==> src/rtl/dbts_pkg.sv <==
// Shared types and constants of the disk brush stamp block.
// No dependencies; used by the top level and its checker.
package dbts_pkg;

	// Default parameter values
	localparam int MAX_BRUSH_SIZE_DEF = 62;
	localparam int MAP_DIM_MAX_DEF    = 1024;

	// Field and register widths
	localparam int SIZE_W     = 6;
	localparam int DIM_CFG_W  = 11;
	localparam int CFG_IDX_W  = 2;
	localparam int CFG_DATA_W = 11;
	localparam int COORD_W    = 12;
	localparam int TILE_W     = 12;
	localparam int COL_W      = 10;
	localparam int VAL_W      = 13;

	// Internal widths: offsets, squares, disk test, map positions
	localparam int OFS_W  = 7;
	localparam int MAG_W  = 6;
	localparam int SQ_W   = 12;
	localparam int DD_W   = 13;
	localparam int TEST_W = 15;
	localparam int POS_W  = 14;

	// Blank tile written in erase mode (-1)
	localparam logic [VAL_W-1:0] BLANK_VALUE = '1;

	// Configuration register indexes
	typedef enum logic [CFG_IDX_W-1:0] {
		CFG_BRUSH_SIZE,
		CFG_BRUSH_MODE,
		CFG_MAP_WIDTH,
		CFG_MAP_HEIGHT
	} cfg_idx_t;

	// Sequencer states
	typedef enum logic [1:0] {
		ST_IDLE,
		ST_SETUP,
		ST_WALK,
		ST_FLUSH
	} state_t;

endpackage

==> src/rtl/disk_brush_tile_stamp.sv <==
// Disk brush stamp: walks the brush columns and reports clipped vertical spans.
// Depends on dbts_pkg.
//
// An item is taken when start is high and busy is low; busy then stays high until the
// last span of the stamp has been shown. A stamp passes through a setup step, the walk
// over the brush columns, in which the half-height is grown or shrunk one step at a time
// before each column is resolved, a flush step and, when the stamp has spans, the showing
// of the final span. Each walk step uses the single disk test unit (two small squares, an
// add and a compare against size*size+size). Each span is on column_x, row_first,
// row_last and tile_value for one cycle with result_strobe high and must be taken then;
// last_span marks the final span. A stamp that lies fully outside the map gives no spans.
// Configuration writes are taken at once through cfg_we and must only happen while busy
// is low.
module disk_brush_tile_stamp #(
	parameter int MAX_BRUSH_SIZE = dbts_pkg::MAX_BRUSH_SIZE_DEF,
	parameter int MAP_DIM_MAX    = dbts_pkg::MAP_DIM_MAX_DEF
) (
	input  logic                                  clk,
	input  logic                                  arst_n,
	// configuration write port
	input  logic                                  cfg_we,
	input  logic [dbts_pkg::CFG_IDX_W-1:0]        cfg_index,
	input  logic [dbts_pkg::CFG_DATA_W-1:0]       cfg_data,
	// command
	input  logic                                  start,
	output logic                                  busy,
	input  logic signed [dbts_pkg::COORD_W-1:0]   center_x,
	input  logic signed [dbts_pkg::COORD_W-1:0]   center_y,
	input  logic [dbts_pkg::TILE_W-1:0]           tile_type,
	// results
	output logic                                  result_strobe,
	output logic [dbts_pkg::COL_W-1:0]            column_x,
	output logic [dbts_pkg::COL_W-1:0]            row_first,
	output logic [dbts_pkg::COL_W-1:0]            row_last,
	output logic signed [dbts_pkg::VAL_W-1:0]     tile_value,
	output logic                                  last_span
);

	localparam int SIZE_W = dbts_pkg::SIZE_W;
	localparam int DIM_W  = dbts_pkg::DIM_CFG_W;
	localparam int OFS_W  = dbts_pkg::OFS_W;
	localparam int MAG_W  = dbts_pkg::MAG_W;
	localparam int SQ_W   = dbts_pkg::SQ_W;
	localparam int DD_W   = dbts_pkg::DD_W;
	localparam int TEST_W = dbts_pkg::TEST_W;
	localparam int POS_W  = dbts_pkg::POS_W;
	localparam int COL_W  = dbts_pkg::COL_W;
	localparam int VAL_W  = dbts_pkg::VAL_W;
	localparam int COORD_W = dbts_pkg::COORD_W;

	localparam logic [SIZE_W-1:0]       MAX_SIZE_C = SIZE_W'(MAX_BRUSH_SIZE);
	localparam logic signed [POS_W-1:0] DIM_MAX_C  = POS_W'(MAP_DIM_MAX);

	// Configuration registers
	logic [SIZE_W-1:0] brush_size_q;
	logic              brush_mode_q;
	logic [DIM_W-1:0]  map_width_q;
	logic [DIM_W-1:0]  map_height_q;

	// Item and walk registers
	dbts_pkg::state_t         state_q, state_d;
	logic signed [COORD_W-1:0] cx_q, cy_q;
	logic [VAL_W-1:0]          value_q;
	logic [DD_W-1:0]           dd_q;
	logic [MAG_W-1:0]          r_q;
	logic signed [OFS_W-1:0]   dx_q;
	logic signed [OFS_W-1:0]   h_q;

	// Pending span, held until the next one shows whether it is the last
	logic             pend_v_q;
	logic [COL_W-1:0] pend_x_q, pend_y0_q, pend_y1_q;

	// Output registers
	logic             result_strobe_q;
	logic [COL_W-1:0] column_x_q, row_first_q, row_last_q;
	logic [VAL_W-1:0] tile_value_q;
	logic             last_span_q;

	// Control decoded from the state
	logic accept, setup_en, walk_en, flush_en;
	logic grow_en, shrink_en, resolve_en, at_end;

	// Shared disk test unit
	logic [SIZE_W-1:0]       size_sat;
	logic [MAG_W-1:0]        r_new;
	logic [DD_W-1:0]         dd_new;
	logic                    left_half;
	logic [MAG_W-1:0]        dx_mag, dy_mag;
	logic [SQ_W-1:0]         dx_sq, dy_sq;
	logic [TEST_W-1:0]       dist4;
	logic                    fits;
	logic signed [OFS_W-1:0] dy_sel, r_ext;

	// Column clipping
	logic signed [POS_W-1:0] map_w, map_h, pos_x, y_lo, y_hi, y_lo_c, y_hi_c;
	logic                    col_ok;

	// Hold configuration writes
	always_ff @(posedge clk or negedge arst_n) begin
		if (!arst_n) begin
			brush_size_q <= SIZE_W'(1);
			brush_mode_q <= 1'b0;
			map_width_q  <= DIM_W'(1024);
			map_height_q <= DIM_W'(1024);
		end else if (cfg_we) begin
			case (cfg_index)
				dbts_pkg::CFG_BRUSH_SIZE: brush_size_q <= cfg_data[SIZE_W-1:0];
				dbts_pkg::CFG_BRUSH_MODE: brush_mode_q <= cfg_data[0];
				dbts_pkg::CFG_MAP_WIDTH:  map_width_q  <= cfg_data[DIM_W-1:0];
				dbts_pkg::CFG_MAP_HEIGHT: map_height_q <= cfg_data[DIM_W-1:0];
				default: ;
			endcase
		end
	end

	// Brush geometry from the saturated size
	always_comb begin
		size_sat = (brush_size_q > MAX_SIZE_C) ? MAX_SIZE_C : brush_size_q;
		r_new    = MAG_W'(size_sat >> 1) + MAG_W'(1);
		dd_new   = DD_W'(size_sat) * DD_W'(size_sat) + DD_W'(size_sat);
	end

	// Disk test: 4*(dx^2 + dy^2) < size^2 + size
	always_comb begin
		left_half = (dx_q <= 0);
		dy_sel    = left_half ? (h_q + OFS_W'(1)) : h_q;
		dx_mag    = dx_q[OFS_W-1] ? MAG_W'(-dx_q) : MAG_W'(dx_q);
		dy_mag    = dy_sel[MAG_W-1:0];
		dx_sq     = SQ_W'(dx_mag) * SQ_W'(dx_mag);
		dy_sq     = SQ_W'(dy_mag) * SQ_W'(dy_mag);
		dist4     = {TEST_W'(dx_sq) + TEST_W'(dy_sq)} << 2;
		fits      = (dist4 < TEST_W'(dd_q));
		r_ext     = $signed({1'b0, r_q});
	end

	// Clip the current column against the map
	always_comb begin
		map_w  = ($signed(POS_W'(map_width_q)) > DIM_MAX_C) ? DIM_MAX_C
		         : $signed(POS_W'(map_width_q));
		map_h  = ($signed(POS_W'(map_height_q)) > DIM_MAX_C) ? DIM_MAX_C
		         : $signed(POS_W'(map_height_q));
		pos_x  = $signed({{(POS_W-COORD_W){cx_q[COORD_W-1]}}, cx_q})
		         + $signed({{(POS_W-OFS_W){dx_q[OFS_W-1]}}, dx_q});
		y_lo   = $signed({{(POS_W-COORD_W){cy_q[COORD_W-1]}}, cy_q})
		         - $signed({{(POS_W-OFS_W){h_q[OFS_W-1]}}, h_q});
		y_hi   = $signed({{(POS_W-COORD_W){cy_q[COORD_W-1]}}, cy_q})
		         + $signed({{(POS_W-OFS_W){h_q[OFS_W-1]}}, h_q});
		y_lo_c = (y_lo < 0) ? '0 : y_lo;
		y_hi_c = (y_hi > map_h - POS_W'(1)) ? (map_h - POS_W'(1)) : y_hi;
		col_ok = !h_q[OFS_W-1] && (pos_x >= 0) && (pos_x < map_w) && (y_lo_c <= y_hi_c);
	end

	// Next state
	always_comb begin
		state_d = state_q;
		case (state_q)
			dbts_pkg::ST_IDLE:  if (accept) state_d = dbts_pkg::ST_SETUP;
			dbts_pkg::ST_SETUP: state_d = dbts_pkg::ST_WALK;
			dbts_pkg::ST_WALK:  if (resolve_en && at_end) state_d = dbts_pkg::ST_FLUSH;
			dbts_pkg::ST_FLUSH: state_d = dbts_pkg::ST_IDLE;
			default:            state_d = dbts_pkg::ST_IDLE;
		endcase
	end

	// Control outputs of the sequencer
	always_comb begin
		busy       = (state_q != dbts_pkg::ST_IDLE) || result_strobe_q;
		accept     = start && !busy;
		setup_en   = (state_q == dbts_pkg::ST_SETUP);
		walk_en    = (state_q == dbts_pkg::ST_WALK);
		flush_en   = (state_q == dbts_pkg::ST_FLUSH);
		at_end     = (dx_q == r_ext);
		grow_en    = 1'b0;
		shrink_en  = 1'b0;
		resolve_en = 1'b0;
		if (walk_en) begin
			if (left_half) begin
				if (fits && (h_q < r_ext)) grow_en = 1'b1;
				else resolve_en = 1'b1;
			end else begin
				if (!h_q[OFS_W-1] && !fits) shrink_en = 1'b1;
				else resolve_en = 1'b1;
			end
		end
	end

	// Advance the sequencer
	always_ff @(posedge clk or negedge arst_n) begin
		if (!arst_n) begin
			state_q  <= dbts_pkg::ST_IDLE;
			pend_v_q <= 1'b0;
		end else begin
			state_q <= state_d;
			if (setup_en) pend_v_q <= 1'b0;
			else if (resolve_en && col_ok) pend_v_q <= 1'b1;
		end
	end

	// Latch the item and walk the columns
	always_ff @(posedge clk) begin
		if (accept) begin
			cx_q    <= center_x;
			cy_q    <= center_y;
			value_q <= brush_mode_q ? dbts_pkg::BLANK_VALUE : VAL_W'(tile_type);
		end
		if (setup_en) begin
			dd_q <= dd_new;
			r_q  <= r_new;
			dx_q <= -$signed({1'b0, r_new});
			h_q  <= '1;
		end else if (grow_en) begin
			h_q <= h_q + OFS_W'(1);
		end else if (shrink_en) begin
			h_q <= h_q - OFS_W'(1);
		end else if (resolve_en) begin
			dx_q <= dx_q + OFS_W'(1);
		end
		if (resolve_en && col_ok) begin
			pend_x_q  <= pos_x[COL_W-1:0];
			pend_y0_q <= y_lo_c[COL_W-1:0];
			pend_y1_q <= y_hi_c[COL_W-1:0];
		end
	end

	// Drive the span strobe
	always_ff @(posedge clk or negedge arst_n) begin
		if (!arst_n) begin
			result_strobe_q <= 1'b0;
		end else begin
			result_strobe_q <= pend_v_q && ((resolve_en && col_ok) || flush_en);
		end
	end

	// Hold span payload for its cycle
	always_ff @(posedge clk) begin
		if (pend_v_q && ((resolve_en && col_ok) || flush_en)) begin
			column_x_q   <= pend_x_q;
			row_first_q  <= pend_y0_q;
			row_last_q   <= pend_y1_q;
			tile_value_q <= value_q;
			last_span_q  <= flush_en;
		end
	end

	assign result_strobe = result_strobe_q;
	assign column_x      = column_x_q;
	assign row_first     = row_first_q;
	assign row_last      = row_last_q;
	assign tile_value    = $signed(tile_value_q);
	assign last_span     = last_span_q;

endmodule

==> config.mk <==
export PLATFORM = sky130hd
export DESIGN_NAME = disk_brush_tile_stamp
export DESIGN_NICKNAME = d
export VERILOG_FILES = /design/src/rtl/dbts_pkg.sv /design/src/rtl/disk_brush_tile_stamp.sv
export SDC_FILE = /design/constraint.sdc
export NUM_CORES = 1
export LEC_CHECK = 0
export ABC_AREA = 1
export CAP_MARGIN = 30
export CORE_MARGIN = 1.5
export CORE_UTILIZATION = 40
export CTS_BUF_LIST = sky130_fd_sc_hd__clkbuf_8
export DETAILED_ROUTE_END_ITERATION = 7
export DONT_BUFFER_PORTS = 1
export MAX_ROUTING_LAYER = met4
export SETUP_SLACK_MARGIN = 0.05
export SLEW_MARGIN = 20
export SYNTH_ARGS = -nofsm -noshare
export SYNTH_HDL_FRONTEND = slang
export SYNTH_SLANG_ARGS = --single-unit
==> constraint.sdc <==
create_clock -name clk -period 13.2 [get_ports clk]
set_clock_uncertainty 0.15 [all_clocks]
set_input_delay 1.98 -clock clk [delete_from_list [all_inputs] [get_ports clk]]
set_output_delay 1.98 -clock clk [all_outputs]
set_load 0.1 [all_outputs]
## Yosys cells after proc, flatten, opt, wreduce, memory -nomap -nowiden

Index checks and enable logic that the tools add are counted.

| word-level totals | value |
|---|---|
| register bits after elaboration | 177 |
| bits in latches | 0 |
| RAM bits | 0 |
| memory bits (read-only) | 0 |
| input bits | 53 |
| word-level logic and storage cells | 115 |
| memories | 0 |

| cells by class | value |
|---|---|
| add/subtract/negate cells | 12 |
| $mul | 3 |
| div/mod/pow operators | 0 |
| magnitude comparators | 11 |
| equal/unequal tests | 11 |
| shift-type cells | 0 |
| mux-type cells | 29 |
| bitwise logic cells | 0 |
| reductions and logical operators | 26 |

Operators with widths:

| cell | number |
|---|---|
| 7-bit two-way mux | 6 |
| 6-bit by 6-bit multiplier with 12-bit output | 3 |
| 14-bit two-way mux | 2 |
| 12-bit by 7-bit adder with 13-bit output | 2 |
| 11-bit > comparator, second input constant | 2 |
| 11-bit two-way mux | 2 |
| 6-bit two-way mux | 3 |
| 15-bit by 13-bit less-than comparator with 1-bit output | 1 |
| 7-bit by 2-bit adder with 7-bit output, second input constant | 2 |
| 14-bit <= comparator | 1 |
| 12-bit by 12-bit adder with 13-bit output | 1 |
| 12-bit by 6-bit adder with 13-bit output | 1 |
| 13-bit by 1-bit >= comparator with 1-bit output, second input constant | 1 |
| 13-bit by 12-bit > comparator with 1-bit output | 1 |
| 13-bit by 1-bit less-than comparator with 1-bit output, second input constant | 1 |
| 13-bit by 12-bit less-than comparator with 1-bit output | 1 |
| 13-bit two-way mux | 1 |
| 12-bit by 7-bit subtractor with 13-bit output | 1 |
| 1-bit two-way mux | 12 |
| 11-bit by 1-bit subtractor with 12-bit output, second input constant | 1 |
| 2-bit AND reduction | 5 |
| 1-bit logical AND | 9 |
| 2-bit equality test, second input constant | 4 |
| 2-bit one-hot mux with 4 select lines | 1 |
| 17 further kinds | 28 |

## Longest topological paths before layout

Gate-level depths: netlist of run 1.

| logic depth | value |
|---|---|
| word-level depth | 14 |
| mapped depth | 41 |
| gate-level depth less buffers | 40 |

## Worst setup path after synthesis of run 1

OpenSTA, ideal clock, no wires.

| timing path | value |
|---|---|
| kind | register -> register |
| start | reg dx_q[0] |
| end | reg column_x_q[0], in the netlist column_x[0], enable pin |
| setup time | 0.462 ns |
| arrival time | 8.924 ns |
| required time | 12.588 ns |
| slack | 3.664 ns |
| cell stages (with the launch flop) | 34 |
| period minus slack after synthesis | 9.536 ns |
| path through | edfxtp_1 > inv_1 > ha_1 > nand2_4 > o31ai_4 > nand2_1 > o21ai_0 > inv_1 > nor2_1 > inv_1 > fa_1 > fa_1 > inv_1 > fa_1 > inv_1 > fa_1 > fa_1 > fa_1 > inv_1 > nand3_1 > nand2_1 > nand2_1 > a31oi_1 > xor2_1 > ha_1 > a21oi_1 > nand3_2 > nor2_4 > nand2_1 > nand2_1 > nand3_1 > nor2_1 > nand2_1 > a21oi_1 |

| on the way | value |
|---|---|
| word-level cells in the longest chain between the ends | 13 |

RTL lines:

| what | line | RTL |
|---|---|---|
| from (decl) | disk_brush_tile_stamp.sv:66 | `logic signed [OFS_W-1:0] dx_q;` |
| from (signal assigned) | disk_brush_tile_stamp.sv:209 | `dx_q <= -$signed({1'b0, r_new});` |
| from (signal assigned) | disk_brush_tile_stamp.sv:216 | `dx_q <= dx_q + OFS_W'(1);` |
| 6-bit negation / 7-bit by 1-bit <= comparator with 1-bit output (equally long branches) | disk_brush_tile_stamp.sv:127, disk_brush_tile_stamp.sv:125 |  |
| 6-bit two-way mux (on tied branches) | disk_brush_tile_stamp.sv:127, disk_brush_tile_stamp.sv:126 |  |
| 6-bit by 6-bit multiplier with 12-bit output (on tied branches) | disk_brush_tile_stamp.sv:129, disk_brush_tile_stamp.sv:130 |  |
| 12-bit by 12-bit adder with 13-bit output | disk_brush_tile_stamp.sv:131 | `dist4 = {TEST_W'(dx_sq) + TEST_W'(dy_sq)} << 2;` |
| 15-bit by 13-bit less-than comparator with 1-bit output | disk_brush_tile_stamp.sv:132 | `fits = (dist4 < TEST_W'(dd_q));` |
| 1-bit logical NOT | disk_brush_tile_stamp.sv:181 | `if (!h_q[OFS_W-1] && !fits) shrink_en = 1'b1;` |
| 1-bit logical AND | disk_brush_tile_stamp.sv:181 |  |
| 1-bit two-way mux | disk_brush_tile_stamp.sv:181 |  |
| 1-bit two-way mux | disk_brush_tile_stamp.sv:177 | `if (left_half) begin` |
| 1-bit two-way mux | disk_brush_tile_stamp.sv:176 | `if (walk_en) begin` |
| 1-bit logical AND * | disk_brush_tile_stamp.sv:236 | `if (pend_v_q && ((resolve_en && col_ok) \|\| flush_en)) begin` |
| 1-bit logical OR * | disk_brush_tile_stamp.sv:236 |  |
| 1-bit logical AND * | disk_brush_tile_stamp.sv:236 |  |
| to (signal assigned) | disk_brush_tile_stamp.sv:237 | `column_x_q <= pend_x_q;` |
| to (decl) | disk_brush_tile_stamp.sv:75 | `logic [COL_W-1:0] column_x_q, row_first_q, row_last_q;` |

Mark *: on every way between the ends. The rest lies on a longest branch, timed or not.
A chain may end at the register's enable or synchronous reset.

## Worst setup path in the final report of run 1

| timing path | value |
|---|---|
| start | reg dx_q[0] |
| end | reg row_last_q[0], in the netlist row_last[0], enable pin |

| on the way | value |
|---|---|
| word-level cells in the longest chain between the ends | 13 |

RTL lines:

| what | line | RTL |
|---|---|---|
| 6-bit negation / 7-bit by 1-bit <= comparator with 1-bit output (equally long branches) | disk_brush_tile_stamp.sv:127, disk_brush_tile_stamp.sv:125 |  |
| 6-bit two-way mux (on tied branches) | disk_brush_tile_stamp.sv:127, disk_brush_tile_stamp.sv:126 |  |
| 6-bit by 6-bit multiplier with 12-bit output (on tied branches) | disk_brush_tile_stamp.sv:129, disk_brush_tile_stamp.sv:130 |  |
| 12-bit by 12-bit adder with 13-bit output | disk_brush_tile_stamp.sv:131 |  |
| 15-bit by 13-bit less-than comparator with 1-bit output | disk_brush_tile_stamp.sv:132 |  |
| 1-bit logical NOT | disk_brush_tile_stamp.sv:181 |  |
| 1-bit logical AND | disk_brush_tile_stamp.sv:181 |  |
| 1-bit two-way mux | disk_brush_tile_stamp.sv:181 |  |
| 1-bit two-way mux | disk_brush_tile_stamp.sv:177 |  |
| 1-bit two-way mux | disk_brush_tile_stamp.sv:176 |  |
| 1-bit logical AND * | disk_brush_tile_stamp.sv:236 |  |
| 1-bit logical OR * | disk_brush_tile_stamp.sv:236 |  |
| 1-bit logical AND * | disk_brush_tile_stamp.sv:236 |  |
| to (signal assigned) | disk_brush_tile_stamp.sv:239 | `row_last_q <= pend_y1_q;` |
| to (decl) | disk_brush_tile_stamp.sv:75 |  |

Marks and branches as above.

==> results_dict.tcl, run 1 <==
set metrics [dict create \
    ys_seq_area_frac 0.396 \
    synth.distinct_cells 56 \
    start_kind "register" \
    grt_pass1_vias 8596 \
    vias 8892 \
    rr_startpoint "dx_q[0]" \
    core_area_um2 30900 \
    syn_area_um2 12700 \
    totalWireLength_um 27000 \
    critPathMaxFanout 45 \
    max_stage_delay_ps 550 \
    ys.warnings.count 0 \
    drive_above_1_share 0.0695 \
    cts.root.buffer_cell "clkbuf_8" \
    slew_headroom 0.392 \
    grt-ovfl-total 0 \
    hold_path_class "reg -> reg" \
    syn-num-nets 1630 \
    io_buffers 0 \
    synth.avg_cell_area_um2 9.15 \
    dieArea_um2 32800 \
    die_w_um 181 \
    grt_max_degree 46 \
    final.period_utilization 0.653 \
    synthFlopType "edfxtp_1" \
    fmax_mhz 116 \
    n_fill_cell 3049 \
    grt_pass1_wl_um 44400 \
    status "finished clean" \
    ctsHoldBuffers 0 \
    setup-tns-final_ps 0 \
    rsz0062_at_grt "no" \
    routabilityCongestion 0.904 \
    numCtsBuffers 17 \
    postCtsSetupBuffers 0 \
    hold_viol_final 0 \
    clk_latency_ps 500 \
    drtIter0Drc 563 \
    rows 64 \
    h-tree-depth 4 \
    cp_top_family "adder cells" \
    cts_tree "built" \
    ios 99 \
    startpoint "dx_q[0]" \
    slew_viol_final 0 \
    worstMarginPinSlew_ps 914 \
    clkTransAtPathRegs_ps 120 \
    cp_slowest_cell "fa_1" \
    cts_max_path_buffers 2 \
    ctsResizeCount 0 \
    dpl.hpwl_um 21800 \
    ys_seq_elements 175 \
    final_antenna_net_count 0 \
    initial_core_util 0.410 \
    wl_per_cell_um 15.1 \
    synth_edf_count 135 \
    die_height_um 181 \
    synth-async-reset-ratio 0.189 \
    worstHoldStart "value_q[5]" \
    syn_inst 1385 \
    synthToLayoutAreaGrowth_pct 6.74 \
    numClockSinks 175 \
    drcViolationCount 0 \
    critPathBufInv 7 \
    insertedDiodeCount 0 \
    viasPerCell 4.96 \
    arrival_ps 8590 \
    period_minus_slack_ps 8620 \
    firstDrtPassIters 5 \
    grt_antenna_before_repair 0 \
    end_kind "register" \
    crit_type "reg -> reg" \
    cp.required_ps 13170 \
    grt_use_total 0.179 \
    drv_cap 0 \
    fin_nets 1627 \
    final-setup-viol-count 0 \
]
-- routing by layer --
metal | vias up | share of wire | GRT usage
met5 | - | 0 | -
met4 | 0 | 0.020 | 0.0533
met3 | 41 | 0.046 | 0.0327
met2 | 216 | 0.45 | 0.280
met1 | 4137 | 0.48 | 0.236
li1 | 4498 | - | -
-- cell usage in the layout, fill, tap and decap left out, types with 8 or more instances in the layout --
cell / count
inv_2: 8
o21ai_0: 63
dfrtp_1: 30
o211ai_1: 8
ha_1: 145
a21oi_1: 62
xnor2_1: 16
nor2_1: 100
xor2_1: 50
clkbuf_8: 17
nor3_1: 18
or2_2: 19
fa_1: 47
inv_1: 231
edfxtp_1: 135
nand2_1: 284
nand3_1: 52
-- worst paths after layout --
path                            slack [ps]  cells past startpoint              end
worst max-delay path                  4580                     34      row_last[0]
worst min-delay path                   260                      0    tile_value[5]
worst max register to register        4580                     34      row_last[0]
worst min register to register         260                      0    tile_value[5]
max in group asynchronous            11700                      0  brush_size_q[0]
min in group asynchronous             1010                      0  map_height_q[8]
-- kinds of logic (layout without fill, tap and decap cells) --
family                   after synthesis  in the layout  synth area share
AO/OA/AOI/OAI                        184            184            0.0877
XOR/XNOR                              68             68            0.0482
adder cells (fa/ha/maj)              192            192             0.217
buffers and inverters                266            276            0.0820
flip-flops                           175            175             0.396
AND/OR/NAND/NOR                      500            500             0.168
-- Yosys cell counts (all sizes together), types with 4 or more instances --
cell	number	share of area
a21o	6	0.0036
a21oi	66	0.028
a31oi	4	0.0032
buf	10	0.0060
clkbuf	16	0.0047
dfrtp	30	0.059
dfxtp	7	0.011
edfxtp	135	0.32
fa	47	0.074
ha	145	0.14
inv	240	0.071
nand2	288	0.086
nand3	55	0.023
nand4	4	0.0020
nor2	109	0.036
nor3	18	0.0071
nor4	4	0.0020
o211ai	8	0.0047
o21a	6	0.0037
o21ai	73	0.030
o21bai	7	0.0050
or2	19	0.0094
xnor2	16	0.011
xor2	52	0.037
-- registers in the layout, indices dropped and copies added, names as in the netlist, 11 cells and up --
register,flops
tile_value,13
value_q,13
cx_q,12
cy_q,12
dd_q,12
map_height_q,11
map_width_q,11
-- cell type report --
cell class              instances  area [um2]  share of cell area
clock buffers                  17         234              0.0173
flip-flops and latches        175        5020               0.371
clock inverters                15         210              0.0155
inverters                     240         903              0.0668
multi-input cells             944        6630               0.490
well taps                     396         495              0.0366
repair buffers                  4        30.0             0.00222
-- per-stage QoR --
step                hold WS [ps]  worst slack [ps]  std cells  instance area [um2]   util
detailed placement           255              4610       1759                13100  0.423
floorplan                    250              3660       1385                12700      -
CTS                          265              4540       1791                13500  0.438
global route                 273              3940       1791                13500  0.438
finish                       262              4580       1791                13500  0.438
global placement             251              4760       1759                13100  0.423
Power of run 1 is not shown: default switching activity piles up to over one toggle a cycle in this logic, so the estimate is an artifact.
==> run 2, diff against run 1 <==
--- a/config.mk
+++ b/config.mk
@@ -5,7 +5,7 @@
 export SDC_FILE = /design/constraint.sdc
 export NUM_CORES = 1
 export LEC_CHECK = 0
-export ABC_AREA = 1
+export ABC_AREA = 0
 export CAP_MARGIN = 30
 export CORE_MARGIN = 1.5
 export CORE_UTILIZATION = 40
==> constraint.sdc (replaced) <==
create_clock -name clk -period 7 [get_ports clk]
set_clock_uncertainty 0.15 [all_clocks]
set_input_delay 1.05 -clock clk [delete_from_list [all_inputs] [get_ports clk]]
set_output_delay 1.05 -clock clk [all_outputs]
set_load 0.1 [all_outputs]
==> run 2 against run 1 <==
  * The run now ends with negative setup slack left
  * Critical path type unchanged
  * Non-clock buffer count is 155 higher
  * Largest cell class unchanged
  * Die area is 2.7% lower
  * Worst setup slack worse by 4600 ps
  * Flip-flop and latch count stayed put
  * Critical path depth is 5 lower
==> results_dict.tcl, run 2 <==
set metrics [dict create \
    status "finished with violations" \
    violations "negative setup slack" \
    cp.required_ps 7060 \
    syn_area_um2 12300 \
    post-route-util 0.490 \
    h-tree-depth 4 \
    synth_top_family_by_area "adder cells" \
    dieArea_um2 31900 \
    cts.root.buffer_cell "clkbuf_8" \
    critPathMaxFanout 7 \
    firstDrtPassIters 5 \
    ys_seq_area_frac 0.408 \
    ys_seq_elements 175 \
    grt_antenna_before_repair 0 \
    insertedDiodeCount 0 \
    grt_pass1_vias 8635 \
    die_w_um 179 \
    yosys.area_share.simple 0.125 \
    clk_latency_ps 490 \
    final-setup-viol-count 32 \
    synth_edf_count 135 \
    synthMuxAreaShare 0.0407 \
    dpl.hpwl_um 22900 \
    whs_ps 90.1 \
    ios 99 \
    synth_common_cells "inv_1, ha_1, edfxtp_1" \
    final.period_utilization 1.00 \
    arrival_ps 7090 \
    final_cell_mix "buf_4, ha_1, edfxtp_1, inv_1, nor2_1" \
    fin_nets 1549 \
    wl_per_cell_um 16.7 \
    synth_most_common_cell "inv_1" \
    ctsHoldBuffers 0 \
    routabilityCongestion 0.870 \
    synthAdderAreaFrac 0.224 \
    synth.distinct_cells 71 \
    synth-async-reset-ratio 0.189 \
    crit_type "reg -> reg" \
    ys.warnings.count 0 \
    synth-compound-area-share 0.0980 \
    viasPerCell 5.05 \
    cts_tree "built" \
    clkTransAtPathRegs_ps 110 \
    synth_area_leaders "edfxtp_1, ha_1, fa_1" \
    rows 64 \
    slew_viol_final 0 \
    io_buffers 0 \
    max_stage_delay_ps 530 \
    core_area_um2 30400 \
    layout_commonest_cell "buf_4" \
    fin_ws_ps -30.1 \
    die_height_um 179 \
    synth_top_area_share 0.329 \
    synthToLayoutAreaGrowth_pct 21.0 \
    slew_headroom 0.297 \
    synthXorXnorAreaFrac 0.0519 \
    synthFlopType "edfxtp_1" \
    totalWireLength_um 28600 \
    grt-ovfl-total 0 \
    hold_path_class "in -> async" \
    grt_pass1_wl_um 46100 \
    final_antenna_net_count 0 \
    drive_above_1_share 0.250 \
    numCtsBuffers 17 \
    end_kind "register" \
    cp_slowest_cell "fa_1" \
    initial_core_util 0.405 \
    drcViolationCount 0 \
    drv_cap 0 \
    vias 8652 \
    period_minus_slack_ps 7030 \
    numClockSinks 175 \
    syn-num-nets 1399 \
    rsz0062_at_grt "yes" \
    start_kind "register" \
    hold_viol_final 0 \
    grt_max_degree 39 \
    n_fill_cell 2746 \
    fmax_mhz 142 \
    cts_max_path_buffers 2 \
    yosysTopAreaCell "edfxtp_1" \
    grt_use_total 0.196 \
    drtIter0Drc 421 \
    worstMarginPinSlew_ps 1050 \
    syn_inst 1154 \
    synth.avg_cell_area_um2 10.7 \
]
run 2: cell types whose count changed in the layout (fill, tap and decap cells not counted), moves of 13 or more:
| cell | previous run | this run |
|---|---|---|
| buf_4 | 4 | 143 |
| nand3_1 | 52 | 13 |
| and2_1 | 0 | 13 |
| xnor2_1 | 16 | 42 |
| xor2_1 | 50 | 20 |
| o21ai_0 | 63 | 30 |
| mux2_2 | 0 | 30 |
| nand2_1 | 284 | 69 |
| a21oi_1 | 62 | 44 |
| nor2_1 | 100 | 87 |
| nand2b_1 | 0 | 13 |
| inv_1 | 231 | 133 |
run 2: final timing paths:
path | depth (start not counted) | startpoint | slack [ps] | end
setup / recovery | 29 | dx_q[0] | -30 | tile_value[7]
hold / removal | 0 | arst_n | 90 | map_width_q[5]
setup reg to reg | 29 | dx_q[0] | -30 | tile_value[7]
hold reg to reg | 0 | pend_y0_q[9] | 270 | row_first[9]
max in group asynchronous | 0 | arst_n | 6420 | map_height_q[10]
min in group clk | 0 | pend_y0_q[9] | 270 | row_first[9]
run 2: stage by stage:
step | setup TNS, ps | area [um2] | setup slack (ps) | std cells
global route | -26040 | 14900 | -380 | 1713
finish | -575 | 14900 | -30.1 | 1713
floorplan | -64640 | 12500 | -1070 | 1154
detailed placement | -5010 | 13900 | -89.6 | 1657
global placement | -2100 | 13900 | -45.8 | 1657
CTS | -2460 | 14700 | -74.3 | 1707
run 2: per-layer routing:
layer,vias up,track usage,part of all wire
met5,-,-,0
met2,164,0.313,0.48
met3,31,0.0281,0.039
met4,0,0.0486,0.015
met1,4139,0.261,0.47
li1,4318,-,-
run 2: cells by family (layout without fill, tap and decap cells):
kind of cell	after synthesis	count (layout)
xor+xnor	73	73
fa+ha+maj	192	192
buf+inv	175	338
compound gates	184	184
flops	175	175
simple gates	309	309
mux	46	46
run 2: layout make-up:
| cell class | count | area, um2 | share of cell area |
|---|---|---|---|
| multi-input combinational | 804 | 7060 | 0.473 |
| sequential | 175 | 5030 | 0.337 |
| timing repair buffer | 159 | 1350 | 0.0907 |
| inverter | 147 | 552 | 0.0370 |
| tap | 396 | 495 | 0.0332 |
| clock buffer | 17 | 234 | 0.0157 |
| clock inverter | 15 | 193 | 0.0129 |
run 2: critical path, delay by kind of cell (launching register included):
| kind | cells | cell delay [ps] |
|---|---|---|
| buf+inv | 6 | 550 |
| simple gates | 8 | 1030 |
| flops | 1 | 380 |
| fa+ha+maj | 8 | 3380 |
| compound gates | 5 | 920 |
| xor+xnor | 2 | 310 |
run 2: repair_timing:
action | in CTS | in global routing
setup endpoints to repair | 79 | 92
resized for setup | 33 | 35
gates cloned | 4 | 2
pin swaps | 5 | 13
setup buffers | 14 | 9
Power of run 2 is left out for the same reason.
